[src/rtl/power_key_press_classifier_top_assert.svh]
// ----------------------------------------------------------------------------
// power key press classifier assertion macros
// shared concurrent assertion forms, clocked and disabled during reset
// ----------------------------------------------------------------------------
`ifndef POWER_KEY_PRESS_CLASSIFIER_TOP_ASSERT_SVH
`define POWER_KEY_PRESS_CLASSIFIER_TOP_ASSERT_SVH

// consequent must hold in the same cycle as the antecedent
`define PKPC_ASSERT_SAME(name, clk, rst_n, ante, cons) \
  name: assert property (@(posedge clk) disable iff (!rst_n) (ante) |-> (cons)) \
    else $error("pkpc: same-cycle check failed");

// consequent must hold in the cycle after the antecedent
`define PKPC_ASSERT_NEXT(name, clk, rst_n, ante, cons) \
  name: assert property (@(posedge clk) disable iff (!rst_n) (ante) |=> (cons)) \
    else $error("pkpc: next-cycle check failed");

`endif

[src/rtl/pkpc_pkg.sv]
`timescale 1ns / 1ps
// ----------------------------------------------------------------------------
// pkpc_pkg
// types, codes and reset values for the power key press classifier
// ----------------------------------------------------------------------------
package pkpc_pkg;

  // field widths
  localparam int unsigned CmdW    = 3;
  localparam int unsigned PmW     = 2;
  localparam int unsigned ActionW = 2;
  localparam int unsigned CfgW    = 16;
  localparam int unsigned CfgIdxW = 2;

  // default timer width
  localparam int unsigned TIMER_WIDTH_DEF = 16;

  // register reset values
  localparam logic [CfgW-1:0] WAIT_ON_RST   = 16'd250;
  localparam logic [CfgW-1:0] WAIT_OFF_RST  = 16'd400;
  localparam logic [CfgW-1:0] LONG_WAIT_RST = 16'd700;

  // display states at or above this count as display off
  localparam logic [PmW-1:0] PM_OFF = 2'd2;

  // event codes
  typedef enum logic [CmdW-1:0] {
    CMD_TICK          = 3'd0,
    CMD_POWER_PRESS   = 3'd1,
    CMD_POWER_RELEASE = 3'd2,
    CMD_CANCEL_PRESS  = 3'd3,
    CMD_CANCEL_RELEASE = 3'd4
  } cmd_e;

  // action codes
  typedef enum logic [ActionW-1:0] {
    ACT_NONE        = 2'd0,
    ACT_DISPLAY_OFF = 2'd1,
    ACT_HOME        = 2'd2,
    ACT_POWEROFF    = 2'd3
  } action_e;

  // configuration register indexes
  typedef enum logic [CfgIdxW-1:0] {
    REG_WAIT_DISPLAY_ON  = 2'd0,
    REG_WAIT_DISPLAY_OFF = 2'd1,
    REG_LONG_PRESS_WAIT  = 2'd2
  } cfg_reg_e;

endpackage

[src/rtl/pkpc_if.sv]
`timescale 1ns / 1ps
// ----------------------------------------------------------------------------
// pkpc channel interfaces
// event input, action output and register write channels
// ----------------------------------------------------------------------------

// event input channel
interface pkpc_in_if;
  logic                           valid;
  logic                           ready;
  logic [pkpc_pkg::CmdW-1:0]      cmd;
  logic [pkpc_pkg::PmW-1:0]       pm_level;
  logic                           key_locked;
  logic                           call_active;
  logic                           idle_locked;
  logic                           remote_locked;

  modport source (output valid, cmd, pm_level, key_locked, call_active, idle_locked,
                  remote_locked, input ready);
  modport sink   (input valid, cmd, pm_level, key_locked, call_active, idle_locked,
                  remote_locked, output ready);
endinterface

// action output channel
interface pkpc_out_if;
  logic                           valid;
  logic                           ready;
  logic [pkpc_pkg::ActionW-1:0]   action;

  modport source (output valid, action, input ready);
  modport sink   (input valid, action, output ready);
endinterface

// register write channel
interface pkpc_cfg_if;
  logic                           valid;
  logic                           ready;
  logic [pkpc_pkg::CfgIdxW-1:0]   index;
  logic [pkpc_pkg::CfgW-1:0]      data;

  modport source (output valid, index, data, input ready);
  modport sink   (input valid, index, data, output ready);
endinterface

[src/rtl/power_key_press_classifier_top.sv]
`timescale 1ns / 1ps
// ----------------------------------------------------------------------------
// power_key_press_classifier_top
// classifies power key events and ticks into display, home and power-off actions
// ----------------------------------------------------------------------------
// Each accepted event yields exactly one action, presented from the output
// register in the cycle after the transfer. One event can be taken every cycle:
// the flag and timer updates and the action decision sit in one short stage
// between the input handshake and the action register, and input ready only
// drops while a finished action waits in that register with ready low.
// Register writes are always ready and take effect in the next cycle.
// ----------------------------------------------------------------------------
`include "power_key_press_classifier_top_assert.svh"

module power_key_press_classifier_top #(
  parameter int unsigned TIMER_WIDTH = pkpc_pkg::TIMER_WIDTH_DEF
) (
  input  logic             clk_i,
  input  logic             rst_ni,
  pkpc_in_if.sink          in_i,
  pkpc_out_if.source       out_o,
  pkpc_cfg_if.sink         cfg_i
);

  localparam logic [32:0] TimerMax = (33'd1 << TIMER_WIDTH) - 33'd1;

  // saturating timer load, zero behaves as one
  function automatic logic [TIMER_WIDTH-1:0] timer_load(
    input logic [pkpc_pkg::CfgW-1:0] v
  );
    logic [32:0] w;
    w = 33'(v);
    if (w == 33'd0) begin
      w = 33'd1;
    end
    if (w > TimerMax) begin
      w = TimerMax;
    end
    return w[TIMER_WIDTH-1:0];
  endfunction

  logic [pkpc_pkg::CfgW-1:0] wait_on_q, wait_off_q, long_wait_q;

  logic [TIMER_WIDTH-1:0] decision_left_q, decision_left_d;
  logic [TIMER_WIDTH-1:0] hold_left_q, hold_left_d;
  logic decision_running_q, decision_running_d;
  logic hold_running_q, hold_running_d;
  logic display_was_on_q, display_was_on_d;
  logic long_seen_q, long_seen_d;
  logic press_odd_q, press_odd_d;
  logic cancel_held_q, cancel_held_d;

  logic                         out_valid_q;
  pkpc_pkg::action_e            action_q, action_d;
  logic                         in_xfer;

  // register writes
  assign cfg_i.ready = 1'b1;

  always_ff @(posedge clk_i or negedge rst_ni) begin
    if (!rst_ni) begin
      wait_on_q   <= pkpc_pkg::WAIT_ON_RST;
      wait_off_q  <= pkpc_pkg::WAIT_OFF_RST;
      long_wait_q <= pkpc_pkg::LONG_WAIT_RST;
    end else if (cfg_i.valid) begin
      unique case (cfg_i.index)
        pkpc_pkg::REG_WAIT_DISPLAY_ON:  wait_on_q   <= cfg_i.data;
        pkpc_pkg::REG_WAIT_DISPLAY_OFF: wait_off_q  <= cfg_i.data;
        pkpc_pkg::REG_LONG_PRESS_WAIT:  long_wait_q <= cfg_i.data;
        default: ;
      endcase
    end
  end

  // handshake: the action register frees up when it is empty or being taken
  assign in_i.ready   = !out_valid_q || out_o.ready;
  assign in_xfer      = in_i.valid && in_i.ready;
  assign out_o.valid  = out_valid_q;
  assign out_o.action = action_q;

  // next state and action for one event
  always_comb begin
    decision_left_d    = decision_left_q;
    decision_running_d = decision_running_q;
    hold_left_d        = hold_left_q;
    hold_running_d     = hold_running_q;
    display_was_on_d   = display_was_on_q;
    long_seen_d        = long_seen_q;
    press_odd_d        = press_odd_q;
    cancel_held_d      = cancel_held_q;
    action_d           = pkpc_pkg::ACT_NONE;

    unique case (in_i.cmd)
      pkpc_pkg::CMD_TICK: begin
        // hold timer goes first
        if (hold_running_q) begin
          if (hold_left_q <= TIMER_WIDTH'(1)) begin
            hold_left_d    = '0;
            hold_running_d = 1'b0;
            long_seen_d    = 1'b1;
            press_odd_d    = 1'b0;
            if (!in_i.remote_locked) begin
              decision_running_d = 1'b0;
              decision_left_d    = '0;
              action_d           = pkpc_pkg::ACT_POWEROFF;
            end
          end else begin
            hold_left_d = hold_left_q - TIMER_WIDTH'(1);
          end
        end
        // decision timer, unless cancelled by power-off
        if (decision_running_d) begin
          if (decision_left_d <= TIMER_WIDTH'(1)) begin
            decision_left_d    = '0;
            decision_running_d = 1'b0;
            if (in_i.key_locked) begin
              press_odd_d = 1'b0;
              action_d    = display_was_on_q ? pkpc_pkg::ACT_DISPLAY_OFF
                                             : pkpc_pkg::ACT_NONE;
            end else if (!press_odd_d) begin
              // double press
              action_d = pkpc_pkg::ACT_NONE;
            end else begin
              press_odd_d = 1'b0;
              if (!display_was_on_q || in_i.pm_level >= pkpc_pkg::PM_OFF) begin
                action_d = pkpc_pkg::ACT_NONE;
              end else if (in_i.call_active || in_i.idle_locked ||
                           in_i.remote_locked) begin
                action_d = pkpc_pkg::ACT_DISPLAY_OFF;
              end else begin
                action_d = pkpc_pkg::ACT_HOME;
              end
            end
          end else begin
            decision_left_d = decision_left_d - TIMER_WIDTH'(1);
          end
        end
      end
      pkpc_pkg::CMD_POWER_PRESS: begin
        display_was_on_d   = (in_i.pm_level < pkpc_pkg::PM_OFF);
        press_odd_d        = !press_odd_q;
        decision_running_d = 1'b0;
        decision_left_d    = '0;
        long_seen_d        = 1'b0;
        hold_running_d     = 1'b1;
        hold_left_d        = timer_load(long_wait_q);
      end
      pkpc_pkg::CMD_POWER_RELEASE: begin
        hold_running_d     = 1'b0;
        hold_left_d        = '0;
        decision_running_d = 1'b0;
        decision_left_d    = '0;
        priority if (cancel_held_q) begin
          cancel_held_d = 1'b0;
          press_odd_d   = 1'b0;
        end else if (long_seen_q) begin
          long_seen_d = 1'b0;
        end else begin
          decision_running_d = 1'b1;
          decision_left_d    = timer_load(display_was_on_q ? wait_on_q : wait_off_q);
        end
      end
      pkpc_pkg::CMD_CANCEL_PRESS:   cancel_held_d = 1'b1;
      pkpc_pkg::CMD_CANCEL_RELEASE: cancel_held_d = 1'b0;
      default: ;
    endcase
  end

  // state flags and timers
  always_ff @(posedge clk_i or negedge rst_ni) begin
    if (!rst_ni) begin
      decision_left_q    <= '0;
      decision_running_q <= 1'b0;
      hold_left_q        <= '0;
      hold_running_q     <= 1'b0;
      display_was_on_q   <= 1'b0;
      long_seen_q        <= 1'b0;
      press_odd_q        <= 1'b0;
      cancel_held_q      <= 1'b0;
    end else if (in_xfer) begin
      decision_left_q    <= decision_left_d;
      decision_running_q <= decision_running_d;
      hold_left_q        <= hold_left_d;
      hold_running_q     <= hold_running_d;
      display_was_on_q   <= display_was_on_d;
      long_seen_q        <= long_seen_d;
      press_odd_q        <= press_odd_d;
      cancel_held_q      <= cancel_held_d;
    end
  end

  // action register valid
  always_ff @(posedge clk_i or negedge rst_ni) begin
    if (!rst_ni) begin
      out_valid_q <= 1'b0;
    end else if (in_xfer) begin
      out_valid_q <= 1'b1;
    end else if (out_o.ready) begin
      out_valid_q <= 1'b0;
    end
  end

  // action register payload
  always_ff @(posedge clk_i) begin
    if (in_xfer) begin
      action_q <= action_d;
    end
  end

  // checks on timer and output bookkeeping
  `PKPC_ASSERT_SAME(a_hold_nonzero, clk_i, rst_ni, hold_running_q, hold_left_q != '0)
  `PKPC_ASSERT_SAME(a_decision_nonzero, clk_i, rst_ni, decision_running_q,
                    decision_left_q != '0)
  `PKPC_ASSERT_NEXT(a_poweroff_cancels, clk_i, rst_ni,
                    in_xfer && action_d == pkpc_pkg::ACT_POWEROFF,
                    !decision_running_q && !hold_running_q && out_valid_q)
  `PKPC_ASSERT_SAME(a_ready_when_empty, clk_i, rst_ni, !out_valid_q, in_i.ready)

endmodule

[src/flat_wrapper.sv]
// flat-port wrapper written by rule: the top's interface ports become plain ports
module power_key_press_classifier_top_flat 
#(
  parameter int unsigned TIMER_WIDTH = pkpc_pkg::TIMER_WIDTH_DEF
)
  (clk_i, rst_ni, in_i_valid, in_i_cmd, in_i_pm_level, in_i_key_locked, in_i_call_active, in_i_idle_locked, in_i_remote_locked, in_i_ready, out_o_valid, out_o_action, out_o_ready, cfg_i_valid, cfg_i_index, cfg_i_data, cfg_i_ready);
  pkpc_in_if in_i_i ();
  pkpc_out_if out_o_i ();
  pkpc_cfg_if cfg_i_i ();
  input  logic clk_i;
  input  logic rst_ni;
  input wire logic [$bits(in_i_i.valid)-1:0] in_i_valid;
  input wire logic [$bits(in_i_i.cmd)-1:0] in_i_cmd;
  input wire logic [$bits(in_i_i.pm_level)-1:0] in_i_pm_level;
  input wire logic [$bits(in_i_i.key_locked)-1:0] in_i_key_locked;
  input wire logic [$bits(in_i_i.call_active)-1:0] in_i_call_active;
  input wire logic [$bits(in_i_i.idle_locked)-1:0] in_i_idle_locked;
  input wire logic [$bits(in_i_i.remote_locked)-1:0] in_i_remote_locked;
  output wire logic [$bits(in_i_i.ready)-1:0] in_i_ready;
  output wire logic [$bits(out_o_i.valid)-1:0] out_o_valid;
  output wire logic [$bits(out_o_i.action)-1:0] out_o_action;
  input wire logic [$bits(out_o_i.ready)-1:0] out_o_ready;
  input wire logic [$bits(cfg_i_i.valid)-1:0] cfg_i_valid;
  input wire logic [$bits(cfg_i_i.index)-1:0] cfg_i_index;
  input wire logic [$bits(cfg_i_i.data)-1:0] cfg_i_data;
  output wire logic [$bits(cfg_i_i.ready)-1:0] cfg_i_ready;
  assign in_i_i.valid = in_i_valid;
  assign in_i_i.cmd = in_i_cmd;
  assign in_i_i.pm_level = in_i_pm_level;
  assign in_i_i.key_locked = in_i_key_locked;
  assign in_i_i.call_active = in_i_call_active;
  assign in_i_i.idle_locked = in_i_idle_locked;
  assign in_i_i.remote_locked = in_i_remote_locked;
  assign in_i_ready = in_i_i.ready;
  assign out_o_valid = out_o_i.valid;
  assign out_o_action = out_o_i.action;
  assign out_o_i.ready = out_o_ready;
  assign cfg_i_i.valid = cfg_i_valid;
  assign cfg_i_i.index = cfg_i_index;
  assign cfg_i_i.data = cfg_i_data;
  assign cfg_i_ready = cfg_i_i.ready;
  power_key_press_classifier_top #(.TIMER_WIDTH(TIMER_WIDTH)) u_core (.clk_i(clk_i), .rst_ni(rst_ni), .in_i(in_i_i), .out_o(out_o_i), .cfg_i(cfg_i_i));
endmodule
[config.mk]
export PLATFORM = sky130hd
export DESIGN_NAME = power_key_press_classifier_top_flat
export DESIGN_NICKNAME = d
export VERILOG_FILES = /design/src/rtl/pkpc_pkg.sv /design/src/rtl/pkpc_if.sv /design/src/rtl/power_key_press_classifier_top.sv /design/src/flat_wrapper.sv
export VERILOG_INCLUDE_DIRS = /design/src /design/src/rtl
export SDC_FILE = /design/constraint.sdc
export NUM_CORES = 1
export LEC_CHECK = 0
export ABC_AREA = 1
export BUFFER_PORTS_ARGS = -buffer_cell sky130_fd_sc_hd__buf_2
export CORE_ASPECT_RATIO = 0.9
export CORE_MARGIN = 2
export CORE_UTILIZATION = 25
export DETAILED_ROUTE_END_ITERATION = 16
export PLACE_DENSITY = 0.42
export SYNTH_ARGS = -nofsm -noshare
export SYNTH_HDL_FRONTEND = slang
export SYNTH_SLANG_ARGS = --single-unit
[constraint.sdc]
create_clock -name clk_i -period 2.1 [get_ports clk_i]
set_input_delay 0.42 -clock clk_i [delete_from_list [all_inputs] [get_ports clk_i]]
set_output_delay 0.42 -clock clk_i [all_outputs]
set_load 0.005 [all_outputs]
## Yosys cells after proc, flatten, opt, wreduce, memory -nomap -nowiden

Index checks and enable logic that the tools add are counted.

- Add/sub/neg operators: 2
- $lt $le $gt $ge: 6
- Equality and inequality tests: 10
- Muxes and demuxes: 57
- Reduce and logical (&&, ||, !) cells: 25

Operators with widths:

| cell | number |
|---|---|
| 16-bit 2-to-1 mux | 15 |
| 33-bit 2-to-1 mux | 4 |
| 16-bit case mux with 3 select lines | 2 |
| 33-bit by 16-bit > comparator with 1-bit output (second input constant) | 2 |
| 16-bit by 1-bit <= comparator with 1-bit output (second input constant) | 2 |
| 16-bit zero test | 2 |
| 16-bit by 1-bit subtractor with 16-bit output (second input constant) | 2 |
| 1-bit 2-to-1 mux | 22 |
| 2-bit 2-to-1 mux | 9 |
| 1-bit case mux with 3 select lines | 4 |
| 2-bit AND reduction | 6 |
| 3-bit by 2-bit equality test with 1-bit output (second input constant) | 2 |
| 2-bit by 1-bit inequality test with 1-bit output (second input constant) | 3 |
| 3-bit AND reduction | 2 |
| 5-bit AND reduction | 1 |
| 1-bit logical OR | 4 |
| 2-bit nonzero test | 2 |
| 3-bit by 1-bit equality test with 1-bit output (second input constant) | 1 |
| 3-bit equality test (second input constant) | 1 |
| 1-bit zero test | 3 |
| 3-bit zero test | 1 |
| 3-bit nonzero test | 1 |
| 2-bit by 1-bit equality test with 1-bit output (second input constant) | 1 |
| 2-bit equality test (second input constant) | 1 |
| other kinds (7) | 7 |

- Register bits after elaboration: 89
- Input bits: 32
- Output and inout bits: 5
- Logic and storage cells: 113

## Logic depth before layout (Yosys ltp)

Gate-level depths: netlist of the first run.

- Depth after elaboration: 11
- Mapped depth: 17
- Gate-level depth less buffers: 15

## Worst setup path after synthesis of the first run

Ideal clock, no wire load.

- Path kind: flip-flop to flip-flop
- Start: register u_core.hold_left_q[0]
- End: register u_core.decision_left_q[13]
- Data arrival time: 2.179 ns
- Path slack: -0.196 ns
- Cell stages (with the launch flop): 17
- Buffers on the path: 2
- Cell sequence: dfrtp_1 -> inv_1 -> ha_1 -> o21ai_2 -> nor2_2 -> nand4_4 -> buf_6 -> buf_2 -> nand2_1 -> ha_1 -> nand2_2 -> nand2_1 -> nand3_2 -> nand2_4 -> inv_4 -> a21oi_2 -> nor2_1

- Word-level cells in the longest chain between the ends: 8

RTL lines:

| what | line | RTL |
|---|---|---|
| start, declared | power_key_press_classifier_top.sv:45 | `logic [TIMER_WIDTH-1:0] hold_left_q, hold_left_d;` |
| start signal, assigned | power_key_press_classifier_top.sv:183 | `hold_left_q <= hold_left_d;` |
| 16-bit by 1-bit <= comparator with 1-bit output (*) | power_key_press_classifier_top.sv:97 | `if (hold_left_q <= TIMER_WIDTH'(1)) begin` |
| 16-bit 2-to-1 mux | power_key_press_classifier_top.sv:97 |  |
| 16-bit 2-to-1 mux | power_key_press_classifier_top.sv:96 | `if (hold_running_q) begin` |
| 16-bit 2-to-1 mux | power_key_press_classifier_top.sv:93 | `unique case (in_i.cmd)` |
| 16-bit by 1-bit subtractor with 16-bit output or 16-bit by 1-bit <= comparator with 1-bit output (tied branches) | power_key_press_classifier_top.sv:135, power_key_press_classifier_top.sv:113 |  |
| 16-bit 2-to-1 mux | power_key_press_classifier_top.sv:113 | `if (decision_left_d <= TIMER_WIDTH'(1)) begin` |
| 16-bit 2-to-1 mux (*) | power_key_press_classifier_top.sv:112 | `if (decision_running_d) begin` |
| 16-bit case mux with 3 select lines (*) | power_key_press_classifier_top.sv:93 |  |
| end signal, assigned | power_key_press_classifier_top.sv:181 | `decision_left_q <= decision_left_d;` |
| end, declared | power_key_press_classifier_top.sv:44 | `logic [TIMER_WIDTH-1:0] decision_left_q, decision_left_d;` |

Mark *: on every way between the ends. The rest lies on a longest branch, timed or not. The select of a mux whose other input is x is not followed.
A chain may end at the register's enable or synchronous reset.

## Worst setup path after layout of the first run

- Start: register u_core.hold_left_q[0]
- End: register u_core.action_q[1], in the netlist u_core.out_o.action[1], data pin

- Word-level cells in the longest chain between the ends: 8

RTL lines:

| what | line | RTL |
|---|---|---|
| 16-bit by 1-bit <= comparator with 1-bit output (*) | power_key_press_classifier_top.sv:97 |  |
| parallel branches: the longest is 6 deep, another holds 16-bit by 1-bit <= comparator with 1-bit output | n/a |  |
| 2-bit 2-to-1 mux (*) | power_key_press_classifier_top.sv:112 |  |
| end signal, assigned | power_key_press_classifier_top.sv:206 | `action_q <= action_d;` |
| end, declared | power_key_press_classifier_top.sv:54 | `pkpc_pkg::action_e action_q, action_d;` |

Mark *: on every way between the ends. The select of a mux whose other input is x is not followed.

==> results of run 1 <==
==> worst max-delay path by stage <==
stage / start / endpoint / slack, ns / cells past startpoint
finish: u_core.hold_left_q[0] / u_core.out_o.action[1] / -0.11 / 14
detailed placement: u_core.hold_left_q[0] / u_core.decision_left_q[13] / -0.18 / 14
CTS: u_core.hold_left_q[0] / u_core.out_o.action[1] / -0.16 / 14
floorplan: u_core.hold_left_q[0] / u_core.decision_left_q[13] / -0.02 / 16
global placement: u_core.hold_left_q[0] / u_core.decision_left_q[13] / -0.16 / 14
global route: u_core.hold_left_q[0] / u_core.out_o.action[0] / -0.32 / 14
==> worst max-delay path, stage by stage, from the launching register on <==
cell     delay, ns
dfrtp_1       0.43
inv_2         0.10
ha_4          0.15
o21ai_4       0.06
nor2_4        0.11
nand4_4       0.22
nand2_2       0.15
buf_6         0.11
ha_4          0.14
nand2_4       0.08
nand2_4       0.11
nand4_4       0.14
inv_2         0.09
nand2_1       0.06
a21oi_2       0.12
==> registers in the layout, summed over array words and instances, names as in the netlist <==
register	flops
u_core.out_o.action	2
u_core.hold_running_q	1
u_core.long_wait_q	16
u_core.decision_left_q	16
u_core.decision_running_q	1
u_core.wait_on_q	16
u_core.wait_off_q	16
u_core.long_seen_q	1
u_core.out_o.valid	1
u_core.hold_left_q	16
u_core.press_odd_q	1
u_core.display_was_on_q	1
u_core.cancel_held_q	1
==> report_power, final <==
group | leakage (uW) | internal [uW] | switching, uW
Combinational | 0.00204 | 1350 | 1560
Clock | 0.000149 | 947 | 772
Sequential | 0.00105 | 2180 | 443
Total | 0.00324 | 4480 | 2780
==> cells by family after synthesis <==
group,after synthesis,share of synthesized area (%)
AO/OA/AOI/OAI,158,17.4
other,1,0.0711
flip-flops,89,42.8
adder cells (fa/ha/maj),4,0.949
XOR/XNOR,18,2.99
multiplexers,3,0.569
buffers and inverters,104,8.61
AND/OR/NAND/NOR,307,26.6
==> synth_stat cells (2+ instances only) <==
| master | n |
|---|---|
| nand2_1 | 160 |
| o21ai_0 | 91 |
| dfrtp_1 | 72 |
| nor2_1 | 71 |
| inv_1 | 69 |
| a21oi_1 | 36 |
| nand3_1 | 18 |
| dfstp_2 | 15 |
| xor2_1 | 15 |
| clkbuf_1 | 13 |
| nor3_1 | 11 |
| or2_2 | 9 |
| inv_2 | 8 |
| nand4_1 | 8 |
| nand2_2 | 7 |
| nor2_2 | 6 |
| o21ai_2 | 6 |
| buf_2 | 5 |
| a22oi_1 | 4 |
| ha_1 | 4 |
| nor2_4 | 4 |
| o21ai_1 | 4 |
| o21ai_4 | 4 |
| a21oi_2 | 3 |
| buf_4 | 3 |
| mux2i_1 | 3 |
| xnor2_1 | 3 |
| a31oi_1 | 2 |
| dlygate4sd1_1 | 2 |
| edfxtp_1 | 2 |
| nand2_4 | 2 |
| nand3_2 | 2 |
| nand4_4 | 2 |
| nor3_2 | 2 |
| o221ai_1 | 2 |
| o22ai_1 | 2 |
==> routing by layer <==
| layer | track usage [%] | routed length, um | share of wire (%) |
|---|---|---|---|
| met3 | 3.05 | 536 | 3.6 |
| met2 | 21.0 | 6240 | 42 |
| met1 | 22.0 | 8090 | 54 |
| met5 | 0 | 0 | 0 |
| met4 | 2.58 | 99 | 0.66 |
==> cell type report <==
type                       instances  area (um2)  share of cell area [%]
timing repair buffer             119         900                    13.1
tap                              286         358                    5.22
clock buffer                       9         225                    3.28
multi-input combinational        491        2730                    39.8
sequential                        89        2260                    32.9
inverter                          78         303                    4.42
clock inverter                     7        83.8                    1.22
==> repair_timing <==
action                                  4_1_cts  5_1_grt
gates resized for setup                      10       24
setup buffers                                 4        5
endpoints found under the hold margin        14        0
pin swaps                                    11        5
endpoints found under the setup margin       20       22
gates cloned                                  0        1
hold buffers                                  1        0
==> stage by stage <==
stage	power (uW)	util [%]
after floorplan	4300	-
after global placement	5420	30.4
after detailed placement	5410	30.4
after CTS	7260	32.3
after global routing	7850	33.0
final	7260	33.0
==> results.md, run 1 <==
Timing:
- Setup repair after global routing could not meet its margin everywhere.
- The slack of the critical path is -0.110 ns.
- For the final routed database, the setup TNS stands at -1.54 ns.
- The count of endpoints failing hold in the final timing report is 0.
- The final critical-path required period is 2.21 ns.
- Setup violations remaining at the end of the flow were counted as 19.
- The post-route clock period utilization is 105%.
- The worst pin sits at a relative slew slack of 64.7%.
- The transition at the pin with the smallest max-transition slack is 0.526 ns.
- The largest clock skew in the final design is between 0.01 and 0.015 ns.
- Derived from the worst setup path, the maximum achievable clock frequency is 452 MHz.
- The final hold slack is 0.311 ns.
- The count of pins over their slew limit came to 0.

Placement:
- The final RePlAce weighted congestion is between 0.7 and 0.8.
- Detailed placement ended at an HPWL of roughly 11 mm.
- Summing all placed instances gives a cell area of 6310 um2.
- The placed instance count is around 1,100.
- The count of buffers added on input and output ports is 34.
- The worst slack after detailed placement is -0.182 ns.

Worst setup path:
- Of all nets on the critical path, the largest fanout is 8.
- The worst setup slack for register-to-register paths is -0.11 ns.
- The critical path is of the reg -> reg type.
- The worst setup path is launched from a flop.
- The endpoint of the worst-slack reg-to-reg timing path is u_core.out_o.action[1].
- The data arrival time of the critical path is 2.42 ns.
- The kind of end point of the critical path is a flop.
- The startpoint identified for the worst register-to-register timing path is u_core.hold_left_q[0].
- At the worst endpoint, the required time is approximately 2.3 ns.
- The number of cells traversed by the worst register-to-register path is 14.

Min path:
- For hold timing, the worst endpoint is u_core.out_o.valid.
- The depth of the worst hold-timing path is 3.
- The worst hold path begins at in_i_valid.
- The kind of path behind the tightest hold check is in -> reg.

Floorplanning:
- The area of the die is 22,300 um2.
- In this run the vertical extent of the chip is 142 um.
- The region available for standard cell placement spans 20,800 um2.
- For this design the top-level I/O count stands at 37.
- The effective utilization at floorplan is 25.4%.
- The count of standard-cell rows is 50.
- The die span in x is 157 um.

Power:
- The analysis attributes to cell leakage a power of 0.00324 uW.
- The areal power density over the cells is 1060 nW/um2.
- The maximum ir drop on the vdd rail is 0.405 mV.

Finish:
- For this run, the number of standard cells in the final layout without fillers is 1,079.
- The fraction of final layout cells with drive strength greater than 1 is 29.3%.
- The repair_antennas step left the layout with diodes totalling 0.
- The top cell types in the final layout, fill and taps aside, are nand2_1, o21ai_0, buf_4.
- The most frequent standard cell in the layout excluding fill and tap cells is nand2_1.
- The post-layout net count is about 820.
- Counting the fill cells in the layout gives roughly 2,300.
- Compared with the post-synthesis result, the final layout area differs by 30.0%.
- The final design area excluding fillers is 6860 um2.

GRT:
- Entering global routing, the biggest net connects 48 pins.
- Global routing used 14.4% of the available tracks.
- After global routing the overflow that remains totals 0.
- The number of antenna violations at the first check in global routing was 0.
- The number of global-route vias before repair was 4,481.
- The wire length of the first global-routing pass is about 25 mm.

Synthesis:
- Summing the sequential cell areas from Yosys gives between 40% and 50% of the chip area.
- The number of instances in the synthesized netlist is 684.
- The mapped netlist covers 5270 um2.
- In this run the biggest area consumer among cell types represents 34.2% of the synthesized area.
- The average cell area after synthesis is 7.71 um2.
- The predominant post-synthesis flop cell is dfrtp_1.
- The number of warnings issued by yosys is 0.
- For this run, asynchronously set or reset flops after synthesis account for a little over nine tenths.
- Yosys mapped a number of flops with a built-in enable equal to 2.
- The net count after synthesis is 720.
- The unique cell type count in the Yosys netlist is 50.
- The cell type with the highest aggregate area in the netlist is dfrtp_1.
- Ranked by total cell area, the synthesized netlist is headed by dfrtp_1, nand2_1, o21ai_0, dfstp_2, nor2_1.
- The number of storage elements in the synthesis netlist is 89.

Drt:
- After detailed routing, the number of vias per cell comes to between 4 and 5.
- Wires add up to 15.0 mm.
- The average detailed-routed wire length per instance is 13.9 um.
- The number of DRC violations after detailed-routing iteration 0 is 243.
- The number of iterations in the first detailed-routing pass is 5.
- The number of design rule violations left after detail routing is 0.
- The detailed router placed approximately 4,700 vias in this run.
- The final antenna-violating net count is 0.

Clock network:
- The number of buffers between clock root and the deepest sink is 2.
- Clock tree synthesis inserted a total of 9 buffers.
- The clock reaches the later pin of the worst-skew pair after ~0.35 ns.
- The maximum level of the CTS H-tree is 3.
- The cell at the root of the clock tree is clkbuf_16.
- The clock-pin slew on the worst setup and hold paths is 0.07 ns.
- The total number of clock tree sinks is 89.
- TritonCTS built the clock tree.

Outcome:
- The checks that failed: setup timing.
- The run finished, with violations left.

Run:
- Across the run, the number of max-cap violations was 0.
(Power assumes the default switching activity.)
==> run 2: changes to the inputs <==
--- a/config.mk
+++ b/config.mk
@@ -10,9 +10,10 @@
 export BUFFER_PORTS_ARGS = -buffer_cell sky130_fd_sc_hd__buf_2
 export CORE_ASPECT_RATIO = 0.9
 export CORE_MARGIN = 2
-export CORE_UTILIZATION = 25
+export CORE_UTILIZATION = 55
 export DETAILED_ROUTE_END_ITERATION = 16
-export PLACE_DENSITY = 0.42
+export PLACE_DENSITY = 0.78
+export REMOVE_ABC_BUFFERS = 1
 export SYNTH_ARGS = -nofsm -noshare
 export SYNTH_HDL_FRONTEND = slang
 export SYNTH_SLANG_ARGS = --single-unit
==> run 2 against run 1 <==
- the flow still finishes with violations (setup timing)
- sequential cell count unchanged
- hold slack got worse by 0.054 ns
- via count increased by 13%
- register-to-register slack got worse by 0.08 ns
- maximum frequency decreased by 3.5%
- clock skew decreased by 0.0029 ns
- count of clock-buffer cells in the layout increased by 1
- final cell count decreased by 15%
- sequential power increased by 2%
- routed wire length decreased by 1.7%
- sequential share of layout area increased by 0.91 points
- largest cell class unchanged
==> results.md, run 2 (synthesis gave the netlist of run 1 again) <==
Outcome:
- The run finished, with violations left.
- The final reports fail on setup timing.

GRT:
- The number of global-route vias before repair is 5,046.
- The first global-routing pass estimated 23.7 mm of wire.
- The global-route total usage across every layer is 28.4%.
- The maximum number of pins on one net before global-route repair is 34.
- The sum of overflow across all layers after global routing is 0.
- The number of antenna violations at the first check in global routing came to 0.

Finish:
- Across the whole layout, storage elements account for between 2000 and 2500 um2.
- With fillers left out, the area of the finished cells amounts to roughly 6700 um2.
- The fraction of final layout cells with drive strength greater than 1 is about 31%.
- Measured on the finished design, the core utilization comes to between 70% and 80%.
- The layout-stage area growth over the synthesis result is 26.7%.
- The final standard cell count with taps included and fillers excluded is 920.
- In the layout the commonest cells are nand2_1, o21ai_0, buf_4.
- The repair_antennas step left the layout with diodes totalling 0.
- The library cell used most frequently in the layout, excluding fill and tap cells, is nand2_1.
- The post-layout net count is 829.
- The number of inserted filler cells in the final layout is 634.
- Summing all multi-input logic gate instances after layout gives ~2800 um2.

Clock network:
- In this run, CTS created clock tree buffers numbering 9.
- The cell at the root of the clock tree is clkbuf_8.
- The TritonCTS clock tree is done.
- The clock-pin slew on the worst setup and hold paths is 0.09 ns.
- The clock tree synthesis step divided the H-tree into 3 levels.
- The number of buffers between clock root and the deepest sink is 2.
- The clock drives about 90 sinks.
- The worst-skew pair later-pin latency is 0.36 ns.

Power:
- The post-layout total power is slightly below 7000 uW.
- Net switching is 41.8% of the power.
- In this run the power density over the cells is 1040 nW/um2.
- The maximum ir drop on the vdd rail is 0.499 mV.
- The net switching power of the design is 2890 uW.
- The power share of the clock group is between 10% and 20%.
- For this design the static power due to leakage is around 0.0032 uW.
- The internal power contribution is 4030 uW.
- The share of total power in sequential cells is 38.3%.
- Of the total power, combinational logic draws 46.1%.

Timing:
- At the pin with the least slew margin, the transition time is 0.580 ns.
- The maximum clock rate is 436 MHz.
- Clock skew on the completed layout was measured at 0.00720 ns.
- The final hold slack is ~0.26 ns.
- The worst slew margin relative to its limit is between 60% and 70%.
- The post-route clock period utilization is 109%.
- Subtracting the final worst setup slack from the clock period gives 2.29 ns.
- The count of endpoints failing hold in the final timing report is 0.
- The slack of the critical path is -0.191 ns.
- Setup repair after global routing could not meet its margin everywhere.
- The count of pins over their slew limit came to 0.
- Setup violations remaining at the end of the flow were counted as 20.

Run:
- Max-cap violations in this run came to 0.

Drt:
- For this block, the via count after detailed routing is 5,248.
- The pre-antenna-repair detailed-routing pass consisted of 5 iterations.
- In this run, the number of DRC markers left after iteration 0 of detailed routing was slightly above 400.
- After detailed routing, the average wire length per cell comes to 16.0 um.
- The final antenna-violating net count is 0.
- The detail-routed via count per cell is 5.70.
- Wires add up to between 10 and 15 mm.
- In the routed design, unresolved DRC markers number 0.

Placement:
- Port buffering added 34 buffers.
- Summing all placed instances gives a cell area of 5940 um2.
- At the end of routability-driven placement, the weighted congestion stood at roughly 0.90.
- The placed instance count is 879.
- The half-perimeter wire length of the detailed placement result is 9.55 mm.

Floorplanning:
- In this run the horizontal extent of the chip is 107 um.
- In this run the count of I/O pins placed on the die edge is 37.
- The area of the die is 10,400 um2.
- In this run the core area contains 33 standard-cell rows.
- The die boundary height is 96.9 um.
- For this configuration, the core starts out at a cell density of 57.3%.
- In this run the standard cell core region covers 9210 um2.

Worst setup path:
- The cell with the biggest individual delay on the critical path is dfrtp_2.
- The top cell family by delay on the critical path is simple AND/OR/NAND/NOR gates.
- The critical path crosses 14 cells after its start point.
- The critical path in this run is classified as reg -> reg.
- Counting cells, the worst reg-to-reg path comes to 14.
- In this design, the stage delay of the slowest critical-path cell is 0.45 ns.
- Traced cell by cell, the critical path runs through inv_2 -> ha_4 -> o21ai_4 -> nor2_4 -> nand4_4 -> buf_12 -> nand2_8 -> ha_4 -> nand2_8 -> nand2_4 -> nand4_4 -> buf_6 -> nand4_1 -> a21oi_1.
- Data on the critical path is required at its endpoint by 2.35 ns.
- Counting both buffers and inverters, the worst setup path holds a total of 3.
- Of all nets on the critical path, the largest fanout is 6.
- The worst setup path is launched from a flop.
- The data arrival time of the critical path is between 2 and 3 ns.
- The worst setup path is captured at a flop.

Min path:
- The path class of the tightest hold or removal check is in -> reg.
- Counting instances, the worst hold path has a depth of 2.
==> run 2: cell types whose count changed in the layout (fill, tap and decap cells not counted), sizes merged <==
cell	before	now
buf	117	122
bufinv	1	0
inv	82	80
clkinv	1	4
==> run 2: power groups by stage <==
stage	combinational [uW]	clock, uW	sequential, uW
floorplan	1590	0	2580
global placement	2440	0	2600
detailed placement	2540	0	2620
CTS	2820	1080	2610
global route	3510	1150	2710
finish	3200	1080	2660
==> run 2: metal layers <==
layer | GRT usage (%) | up-vias | part of all wire [%]
met1 | 38.6 | 2482 | 42
met4 | 8.59 | 0 | 3.3
met2 | 45.1 | 276 | 47
met5 | 0 | - | 0
met3 | 6.54 | 59 | 7.6
li1 | - | 2431 | -
==> run 2: cell type report <==
type                       instances  area share, %
clock buffer                      10           1.91
clock inverter                     6          0.656
inverter                          78           4.61
multi-input combinational        491           42.6
sequential                        89           33.8
tap                              122           2.29
timing repair buffer             123           14.1
timing repair inverter             1         0.0937
==> run 2: metrics by stage <==
stage | setup TNS (ns) | setup WS [ns]
after CTS | -1.47 | -0.132
final | -2.26 | -0.191
after global placement | -1.17 | -0.0912
after global routing | -4.24 | -0.296
after floorplan | -5.39 | -0.326
after detailed placement | -3.13 | -0.202
==> run 2: final timing paths <==
kind                                        from                   endpoint  slack, ns
max                        u_core.hold_left_q[0]  u_core.decision_left_q[5]      -0.19
min                             in_i_pm_level[1]    u_core.display_was_on_q       0.26
max reg2reg                u_core.hold_left_q[0]  u_core.decision_left_q[5]      -0.19
min reg2reg                 u_core.wait_off_q[3]       u_core.wait_off_q[3]       0.48
max in group asynchronous                 rst_ni       u_core.wait_off_q[8]       0.92
min in group asynchronous                 rst_ni      u_core.hold_left_q[4]       0.52
==> run 2: timing repair <==
action	in CTS	in global routing
hold buffers	1	0
endpoints found under the hold margin	25	0
pin swaps	15	36
setup endpoints to repair	20	22
setup buffers	17	6
resized for setup	43	41
gates cloned	0	1
==> run 3: changes to the inputs <==
--- a/config.mk
+++ b/config.mk
@@ -13,7 +13,6 @@
 export CORE_UTILIZATION = 55
 export DETAILED_ROUTE_END_ITERATION = 16
 export PLACE_DENSITY = 0.78
-export REMOVE_ABC_BUFFERS = 1
 export SYNTH_ARGS = -nofsm -noshare
 export SYNTH_HDL_FRONTEND = slang
 export SYNTH_SLANG_ARGS = --single-unit
==> run 3 against run 2 <==
- the flow still finishes with violations (setup timing)
- combinational power decreased by 8.8%
- global-route usage decreased by 1.1 points
- worst setup slack improved by 0.016 ns
- critical path depth unchanged
- clock skew increased by 0.0061 ns
- sequential power about the same
- sequential share of layout area increased by 1.7 points
- die area unchanged
- largest cell class unchanged
==> results.md, run 3 (synthesis gave the netlist of run 1 again) <==
Outcome:
- The flow ran to the end, but the final reports show violations.
- The final reports fail on setup timing.

Drt:
- The average detailed-routed wire length per instance is about 15 um.
- The total wire length after detailed routing is 13.7 mm.
- The vias after detailed routing is 4,932.
- The detail-routed via count per cell is 5.54.
- The number of iterations in the first detailed-routing pass is 8.
- The number of design rule violations left after detail routing is 0.
- The count of nets left with antenna violations once routing finished came out at 0.
- In this run, the number of DRC markers left after iteration 0 of detailed routing was around 410.

Worst setup path:
- The launching element type of the critical path is a flop.
- The required time of the critical path is 2.40 ns.
- Among all stages on the critical path, the largest delay is contributed by dfrtp_1.
- The startpoint of the lowest-slack register-to-register path is u_core.hold_left_q[1].
- Walking the worst path, the cells encountered are inv_2 -> ha_4 -> o21ai_4 -> nor2_4 -> nand4_4 -> nand2_4 -> inv_1 -> ha_2 -> nand2_4 -> nand2_8 -> nand3_4 -> nand2_8 -> or2_1 -> a21oi_1.
- The endpoint of the worst-slack reg-to-reg timing path is u_core.decision_left_q[0].
- The maximum fanout along the worst path is 7.
- The data arrival time of the critical path is 2.57 ns.
- In this design, the stage delay of the slowest critical-path cell is 0.40 ns.
- In this run the register-to-register setup slack is -0.17 ns.
- Measured in cells, the most critical reg-to-reg path has a length of 14.
- The kind of end point of the critical path is a flop.
- The type of the worst setup path is reg -> reg.

Clock network:
- The total number of clock tree sinks is between 80 and 90.
- The number of buffers between clock root and the deepest sink is 2.
- After clock tree synthesis, the clock-pin slew on the worst setup and hold paths is 0.10 ns.
- The tree is rooted in a clkbuf_8.
- The TritonCTS buffer count is 9.
- The worst-skew pair later-pin latency is 0.38 ns.
- In this run the number of H-tree levels came out at 3.
- TritonCTS built the clock tree.

GRT:
- For this run, the total global-route usage over all layers was measured as between 20% and 30%.
- The number of antenna violations at the first check in global routing is 0.
- The wire length of the first global-routing pass is 22.5 mm.
- The number of global-route vias before repair is between 4,000 and 5,000.
- The sum of overflow across all layers after global routing is 0.
- The maximum number of pins on one net before global-route repair is 40.

Finish:
- The total inserted antenna cells is 0.
- The fraction of final layout cells with drive strength greater than 1 is 27.9%.
- The library cell used most frequently in the layout, excluding fill and tap cells, is nand2_1.
- After filler insertion, the fill cell instance count of the layout stands at 732.
- The finished layout holds between 800 and 900 standard cells, fillers aside.
- The top cell types in the final layout, fill and taps aside, are nand2_1, o21ai_0, dfrtp_1.
- The final standard cell utilization of the core is 69.1%.
- The multi-input combinational cells in the finished layout cover a total of between 2000 and 3000 um2.
- In the final design database the tool counted 799 nets.
- The layout-stage area growth over the synthesis result is 20.6%.
- The register area is about 2300 um2.

Timing:
- The post-route clock period utilization is 108%.
- Setup repair after global routing could not meet its margin everywhere.
- Setup violations remaining at the end of the flow were counted as 19.
- The count of pins over their slew limit was 0.
- The final setup TNS is -1.90 ns.
- The slack of the critical path is -0.175 ns.
- The final critical-path required period is between 2 and 2.5 ns.
- Clock skew on the completed layout was measured at between 0.01 and 0.015 ns.
- The maximum clock rate is about 440 MHz.
- The count of endpoints failing hold in the final timing report is 0.

Power:
- The static leakage is 0.00305 uW.
- Across the VDD grid, the largest voltage drop is 0.596 mV.
- The areal power density over the cells is 1050 nW/um2.
- The completed layout was analyzed and its total power is ~6700 uW.

Placement:
- Counting tap cells, the placed design contains a total of 863 instances.
- Port buffering added 34 buffers.
- The half-perimeter wire length of the detailed placement result is approximately 10 mm.
- Routability-driven placement finished with a final weighted congestion of approximately 0.9.

Min path:
- The worst hold path begins at in_i_pm_level[1].
- The kind of path behind the tightest hold check is in -> reg.
- The depth of the worst hold-timing path is 2.
- The end of the worst hold path is u_core.display_was_on_q.

Floorplanning:
- For this configuration, the core starts out at a cell density of 57.3%.
- The die boundary height is 96.9 um.
- Pin placement for this block handled 37 I/O pins.
- The count of standard-cell rows is 33.
- The placeable core region is 9210 um2.
- The die covers 10,400 um2.
- The die is 107 um wide.

Run:
- Across the run, the number of max-cap violations was 0.
==> run 3: through the flow <==
| step | cell area [um2] | worst slack, ns | hold WS (ns) |
|---|---|---|---|
| 2_1_floorplan | 5340 | -0.0226 | 0.124 |
| 3_3_place_gp | 5900 | -0.126 | 0.369 |
| 3_5_place_dp | 5900 | -0.191 | 0.369 |
| 4_1_cts | 6170 | -0.146 | 0.268 |
| 5_1_grt | 6360 | -0.277 | 0.262 |
| 6_report | 6360 | -0.175 | 0.261 |
==> run 3: what timing repair did <==
item | CTS | global route
hold buffers | 1 | 0
endpoints found under the hold margin | 24 | 0
gates resized for setup | 10 | 35
endpoints found under the setup margin | 20 | 24
pin swaps | 7 | 9
cloned | 0 | 0
setup buffers | 4 | 6
==> run 3: area by class of cell <==
class                           instances  share of cell area [%]
Tap cell                              122                    2.40
Inverter                               78                    4.80
Clock inverter                          6                   0.846
Multi-Input combinational cell        491                    43.9
Timing Repair Buffer                   94                    10.6
Clock buffer                           10                    2.01
Sequential cell                        89                    35.5
==> run 3: per-layer routing <==
metal  vias up  wire length (um)  track usage [%]  part of all wire, %
met5         -                 0                0                    0
met4         0               284             6.49                  2.1
met3        27               977             6.33                  7.1
met2       191              6490             44.2                   47
met1      2341              5940             37.2                   43
li1       2373                 -                -                    -
==> run 3: worst max-delay path by stage <==
stage	startpoint	endpoint	slack, ns	cells past startpoint
floorplan	u_core.hold_left_q[0]	u_core.decision_left_q[13]	-0.02	16
global placement	u_core.hold_left_q[0]	u_core.decision_left_q[13]	-0.13	14
detailed placement	u_core.hold_left_q[0]	u_core.decision_left_q[3]	-0.19	15
CTS	u_core.hold_left_q[0]	u_core.decision_left_q[1]	-0.15	14
global route	u_core.hold_left_q[1]	u_core.decision_left_q[15]	-0.28	15
finish	u_core.hold_left_q[1]	u_core.decision_left_q[0]	-0.17	14
==> run 3: power by group <==
group / switching, uW / internal [uW] / total (uW)
clock network: 694 / 457 / 1150
registers: 449 / 2180 / 2630
logic: 1660 / 1260 / 2920
==> run 3: worst max-delay path, delay by kind of cell (launching register included) <==
family | cells | cell delay (ns)
buffers and inverters | 2 | 0.17
AO/OA/AOI/OAI | 2 | 0.21
flip-flops | 1 | 0.40
AND/OR/NAND/NOR | 8 | 1.06
adder cells (fa/ha/maj) | 2 | 0.35
